`config.mk`:
```
export PLATFORM = sky130hd
export DESIGN_NAME = mf2d_cell
export DESIGN_NICKNAME = d
export VERILOG_FILES = /design/src/sv/median_filter_2d_defines.svh /design/src/sv/mf2d_pkg.sv /design/src/sv/mf2d_cell.sv
export SDC_FILE = /design/constraint.sdc
export NUM_CORES = 1
export LEC_CHECK = 0
export ABC_AREA = 1
export ABC_CLOCK_PERIOD_IN_PS = 7000
export BUFFER_PORTS_ARGS = -buffer_cell sky130_fd_sc_hd__buf_2
export CAP_MARGIN = 30
export CORE_AREA = 2 2 344 346
export DETAILED_ROUTE_END_ITERATION = 8
export DIE_AREA = 0 0 346 348
export PLACE_DENSITY = 0.54
export SYNTH_ARGS = -nofsm -noshare
export SYNTH_HDL_FRONTEND = slang
export SYNTH_SLANG_ARGS = --single-unit
```
`constraint.sdc`:
```
create_clock -name clk -period 7 [get_ports clk]
set_clock_uncertainty 0.05 [all_clocks]
set_input_delay 2.1 -clock clk [delete_from_list [all_inputs] [get_ports clk]]
set_output_delay 2.1 -clock clk [all_outputs]
set_load 0.05 [all_outputs]
```
`src/sv/median_filter_2d_defines.svh`:
```
// assertion macros used by the median filter top level
`ifndef MEDIAN_FILTER_2D_DEFINES_SVH
`define MEDIAN_FILTER_2D_DEFINES_SVH

// same-cycle implication, sampled on clk, off during reset
`define MF_ASSERT_IMP(lbl, a, b) \
	lbl: assert property (@(posedge clk) disable iff (!arst_n) (a) |-> (b)) \
		else $error("median filter check failed");

// next-cycle implication, sampled on clk, off during reset
`define MF_ASSERT_NXT(lbl, a, b) \
	lbl: assert property (@(posedge clk) disable iff (!arst_n) (a) |=> (b)) \
		else $error("median filter check failed");

`endif

```
`src/sv/mf2d_pkg.sv`:
```
// shared constants, types and helper functions of the median filter
package mf2d_pkg;

	localparam int PIX_W   = 16;
	localparam int MAX_W   = 1024;
	localparam int MAX_H   = 4096;
	localparam int COL_W   = 10;
	localparam int ROW_W   = 13;
	localparam int OROW_W  = 12;
	localparam int WID_W   = 11;
	localparam int HGT_W   = 13;
	localparam int HALF_W  = 2;
	localparam int NROWS   = 7;
	localparam int R7_W    = 3;
	localparam int WIN_N   = NROWS * NROWS;
	localparam int CNT_W   = 6;
	localparam int SLOT_W  = 23;
	localparam int REG_W   = 13;
	localparam int IDX_W   = 2;

	localparam logic [IDX_W-1:0] REG_WIDTH  = 2'd0;
	localparam logic [IDX_W-1:0] REG_HEIGHT = 2'd1;
	localparam logic [IDX_W-1:0] REG_HALF   = 2'd2;

	typedef logic [PIX_W-1:0] pix_t;

	typedef struct packed {
		logic emit;
		logic filt;
		logic last;
	} ctrl_t;

	function automatic logic [CNT_W-1:0] need_of(input logic [HALF_W-1:0] h);
		logic [CNT_W-1:0] n;
		case (h)
			2'd0: n = 6'd1;
			2'd1: n = 6'd5;
			2'd2: n = 6'd13;
			default: n = 6'd25;
		endcase
		return n;
	endfunction

	function automatic logic [CNT_W-1:0] popcnt(input logic [WIN_N-1:0] v);
		logic [CNT_W-1:0] s;
		s = '0;
		for (int i = 0; i < WIN_N; i++) s = s + CNT_W'(v[i]);
		return s;
	endfunction

	function automatic logic [R7_W-1:0] row_sel(input logic [R7_W-1:0] r7, input int k);
		logic [R7_W:0] t;
		t = {1'b0, r7} + 4'(NROWS) - 4'(k);
		if (t >= 4'(NROWS)) t = t - 4'(NROWS);
		return t[R7_W-1:0];
	endfunction

endpackage

```
`src/sv/mf2d_cell.sv`:
```
// window cell: holds one pixel, shifts it on, and ranks it against the window
module mf2d_cell
	import mf2d_pkg::*;
(
	input  logic                clk,
	input  logic                arst_n,
	input  logic                en,
	input  logic                shift,
	input  pix_t                din,
	input  pix_t [WIN_N-1:0]    win,
	input  logic [WIN_N-1:0]    mask,
	input  logic                own_mask,
	input  logic [CNT_W-1:0]    need,
	output pix_t                dout,
	output pix_t                med_val
);

	pix_t             v_q;
	logic [WIN_N-1:0] le_s3;
	logic [WIN_N-1:0] lt_s3;
	pix_t             val_s3;
	logic             own_s3;
	logic             flag_s4;
	pix_t             val_s4;
	logic [WIN_N-1:0] le;
	logic [WIN_N-1:0] lt;

	always_comb begin
		for (int j = 0; j < WIN_N; j++) begin
			le[j] = mask[j] && (win[j] <= v_q);
			lt[j] = mask[j] && (win[j] < v_q);
		end
	end

	always_ff @(posedge clk or negedge arst_n) begin
		if (!arst_n) begin
			own_s3  <= 1'b0;
			flag_s4 <= 1'b0;
		end else if (en) begin
			own_s3  <= own_mask;
			flag_s4 <= own_s3 && (popcnt(le_s3) >= need) && (popcnt(lt_s3) < need);
		end
	end

	always_ff @(posedge clk) begin
		if (shift) v_q <= din;
		if (en) begin
			le_s3  <= le;
			lt_s3  <= lt;
			val_s3 <= v_q;
			val_s4 <= val_s3;
		end
	end

	assign dout    = v_q;
	assign med_val = flag_s4 ? val_s4 : '0;

endmodule

```
# Word level (Yosys, flattened, before mapping)
# Index checks and enable logic that the tools add are counted.
# op_classes
add_sub_neg,96
n_lt_le_gt_ge,100
n_mux,1
n_reduce_logical,100
# ops
op,count
$le 16x16->1,49
$lt 16x16->1,49
$add 6x1->6,86
$logic_and 1x1->1,100
$mux 16,1
$add 5x1->6,2
$add 4x1->5,2
$add 3x1->4,2
$add 2x1->3,2
$ge 6x6->1,1
$lt 6x6->1,1
$add 1x1->2,2
# word_totals
regBits,148
inputBits,860
out_inout_bits,32
word_cells,304

# Longest topological paths before layout
# depth
depth_word,51
ltp_mapped,26
depth_no_buf,26

# Worst setup path before layout
# No wires, ideal clock.
# synth_path
path_type,register to register
start,register le_s3[17]
end,register flag_s4
setup_ns,0.117
arrival_time_ns,5.690
t_required_ns,6.833
path_slack_ns,1.143
path_stages_with_launch,22
synth_period_minus_slack_ns,5.857
cell_sequence,edfxtp_1 fa_1 inv_1 fa_1 inv_1 fa_1 inv_1 fa_1 fa_1 fa_1 fa_1 fa_1 fa_1 o21ai_1 xor2_1 ha_1 nand2_1 inv_1 a21oi_1 nand3_1 nand3_1 nand2_1
# synth_between
elab_chain_len,35
# synth_lines
item,line_no,rtl
from (decl),mf2d_cell.sv:19,logic [WIN_N-1:0] le_s3;
from (signal assigned),mf2d_cell.sv:48,le_s3 <= le;
$add 6x1->6 (32 in a row),mf2d_pkg.sv:47,for (int i = 0; i < WIN_N; i++) s = s + CNT_W'(v[i]);
$ge 6x6->1,mf2d_cell.sv:41,flag_s4 <= own_s3 && (popcnt(le_s3) >= need) && (popcnt(lt_s3) < need);
$logic_and 1x1->1 (2 in a row),mf2d_cell.sv:41,
to (signal assigned),mf2d_cell.sv:41,
to (decl),mf2d_cell.sv:23,logic flag_s4;
# Every way passes these cells.
# A chain may end at the register's enable or synchronous reset.

# Final worst setup path
# Ends and elaborated chain as after synthesis.

==> out/qor.log <==
[layout] synthesis-to-finish area growth 26.9%
[global_routing] aggregate global routing overflow 0
[placed_design] Post-Place Setup Slack 0.921 ns
[clocking] number of buffers inserted during clock tree synthesis 17
[logic_synthesis] synthesized flop and latch total 148
[route] post-route DRC violation count 0
[sta] worst hold slack 0.365 ns
[floorplan] starting density of the core 0.230
[floorplan] I/O pins 892
[global_routing] first-pass GRT wire length 163000 um
[clocking] cts hold-fix bufs 0
[clocking] insertion delay to the later sink of the worst-skew pair 0.46 ns
[critical_path] r2r startpoint le_s3[17]
[clocking] Clock Sinks 148
[logic_synthesis] post-synth design cell area 26900 um2
[critical_path] capturing point of the worst reg2reg path flag_s4
[sta] Slew Limit Headroom 0.403
[critical_path] family of cells with the greatest summed delay on the critical path adder cells
[clocking] Clk Tree Root Cell clkbuf_16
[logic_synthesis] mean cell area of the mapped netlist 7.44 um2
[status] result of the run complete, no violations
[min_path] worst hold path stage count 0
[layout] # fillers 13000
[placed_design] weighted congestion at the end of routability-driven global placement 0.875
[clocking] cts repair resizes 0
[power] leak pwr 20.2 nW
[sta] hold violation total from the final report 0
[logic_synthesis] count of warnings emitted by yosys 0
[sta] highest clock rate 164 MHz
[sta] Setup TNS 0 ns
[layout] nets 6300
[floorplan] Core Area 117000 um2
[power] Pwr per Cell Area 263 nW/um2
[sta] period utilization 0.873
[min_path] end point of the most critical hold path val_s4[12]
[critical_path] cell at the slowest stage of the critical path fa_1
[logic_synthesis] total nets after synthesis 5367
[sta] minimum period implied by the final worst setup slack 6.11 ns
[clocking] post-CTS setup buffers 0
[layout] fraction of final layout cells sized beyond drive strength 1 0.219
[critical_path] Critical Path AT 6.41 ns
[sta] max-slew violation count 0
[route] Detailed Routing Iterations Pass 1 5
[clocking] H-tree levels 4
[critical_path] Crit Path Class register to register
[min_path] startpoint of the tightest hold check path val_s3[12]
[critical_path] endpoint type of the worst setup path register
[sta] RSZ-0062 raised after global routing false
[critical_path] biggest fanout along the worst timing path 2
[route] total via count in the routed design 26500
[sta] slew of the pin with the lowest slew margin 0.895 ns
[clocking] CTS tree yes
[route] aggregate routed wire length 114000 um
[clocking] maximum clock insertion buffer count 2
[logic_synthesis] proportion of synthesized chip area in sequential cells 0.165
[logic_synthesis] number of cells produced by synthesis 3614
[critical_path] Startpoint Class register
[flow_run] maximum capacitance violations 0
[critical_path] flop-to-flop setup slack 0.89 ns
[placed_design] port buffer count 891
[placed_design] placed wire-length estimate 98000 um
[sta] Setup-failing EPs final 0
[sta] worst setup margin 0.890 ns
[floorplan] horizontal extent of the die 346 um
[floorplan] number of rows in the core area 126
[critical_path] number of cells on the worst reg-to-reg path 21
[power] Total Power 8.99 mW
[global_routing] antenna violations before repair 63
[power] Worst VDD drop 0.634 mV
[floorplan] Die Span Y 348 um
[layout] final core utilization 0.292
[critical_path] data required time of the critical path 7.30 ns
[global_routing] overall global routing resource usage 0.186
[critical_path] worst path bufs/invs 4
[route] number of DRC violations after detailed-routing iteration 0 1023
[min_path] Hold WC Path Type register to register
[critical_path] cell-by-cell trace of the critical path fa_1 -> inv_1 -> fa_1 -> inv_1 -> fa_1 -> inv_1 -> fa_1 -> fa_1 -> fa_1 -> fa_1 -> fa_1 -> fa_1 -> o21ai_1 -> xor2_1 -> ha_1 -> nand2_1 -> inv_1 -> a21oi_1 -> nand3_1 -> nand3_1 -> nand2_1
[logic_synthesis] Distinct cells, synth 24
[clocking] clock-pin slew reported for the worst setup and hold paths after clock tree synthesis 0.07 ns
[route] average wire per standard cell 18.7 um
[critical_path] largest stage delay on the critical path 0.54 ns
[global_routing] vias in the first global route 26000
[route] antenna-violating nets left 0
[route] number of vias per cell after detailed routing 4.33
[floorplan] die area 120000 um2
[global_routing] maximum number of pins on one net before global-route repair 93
[critical_path] crit path launch le_s3[17]
[critical_path] CP most frequent cell fa_1
placed cells by master, fill, tap and decap left out:
cell,netlist,final
xnor2_1,3,3
a21o_1,49,49
inv_1,662,647
nand3_2,6,6
nor2_2,19,19
inv_8,0,2
nand2_1,1035,1035
a211oi_1,1,1
fa_1,80,80
o21ai_0,44,44
a21oi_1,246,246
nor2_1,278,278
o21ai_1,2,2
nor3_2,3,3
buf_2,2,890
diode_2,0,30
buf_4,0,25
ha_1,813,813
clkinv_1,21,22
clkinvlp_4,0,5
o21bai_1,2,2
o21ai_2,1,1
bufinv_16,0,1
inv_4,0,10
inv_6,0,5
dfrtp_1,2,2
inv_2,6,6
clkinv_2,0,6
nand3_1,127,127
clkbuf_16,0,17
nand4_1,63,63
xor2_1,3,3
buf_6,0,1
edfxtp_1,146,146
metal layers:
metal	track usage	share of wire	up-vias
met2	0.341	0.50	748
met4	0.0437	0.021	32
met5	0	0.0018	-
met1	0.219	0.42	11900
met3	0.0390	0.060	151
li1	-	-	13700
worst max path at each step:
stage	cells after the start	end	slack [ns]
6_report	21	flag_s4	0.89
4_1_cts	21	flag_s4	0.90
5_1_grt	21	flag_s4	0.56
3_5_place_dp	21	flag_s4	0.92
3_3_place_gp	21	flag_s4	0.91
2_1_floorplan	21	flag_s4	1.14
where the power goes:
group	leakage [nW]	internal (mW)	total, mW	switching (mW)
clock	0.265	0.495	0.905	0.410
sequential	1.50	1.07	1.11	0.0402
combinational	18.5	2.99	6.98	3.99
sequential cells by signal (all words and copies together) (netlist names):
signal / flops
flag_s4: 1
le_s3: 49
dout: 16
lt_s3: 49
own_s3: 1
val_s4: 16
val_s3: 16
kinds of logic (layout without fill, tap and decap cells):
logic type | count (synthesis) | after routing | share of synthesized area
buf+inv | 691 | 1637 | 0.0966
compound gates | 345 | 345 | 0.0692
flops | 148 | 148 | 0.165
other cells | 0 | 30 | 0
xor+xnor | 6 | 6 | 0.00196
simple gates | 1531 | 1531 | 0.229
fa+ha+maj | 893 | 893 | 0.438
final cells by class:
cell class	count	area (um2)	share of cell area
tap	1536	1920	0.0563
sequential	148	4430	0.130
multi-input combinational	2775	19900	0.582
timing repair buffer	916	4650	0.136
inverter	689	2620	0.0767
antenna	30	75.1	0.00220
clock inverter	15	143	0.00418
clock buffer	17	425	0.0125
metrics by stage:
step	cell area (um2)	cells
after floorplan	26900	3614
after global placement	33500	6064
after detailed placement	33500	6064
after CTS	34000	6096
after global routing	34100	6114
final	34100	6126
cells in the mapped netlist, drive strengths merged:
master  number  area (um2)
a211oi       1        7.51
a21o        49         368
a21oi      246        1230
buf          2        10.0
clkinv      21        78.8
dfrtp        2        50.1
edfxtp     146        4380
fa          80        1600
ha         813       10200
inv        668        2510
nand2     1035        3880
nand3      133         696
nand4       63         394
nor2       297        1160
nor3         3        30.0
o21ai       47         239
o21bai       2        15.0
xnor2        3        26.3
xor2         3        26.3
(Power assumes the default switching activity.)
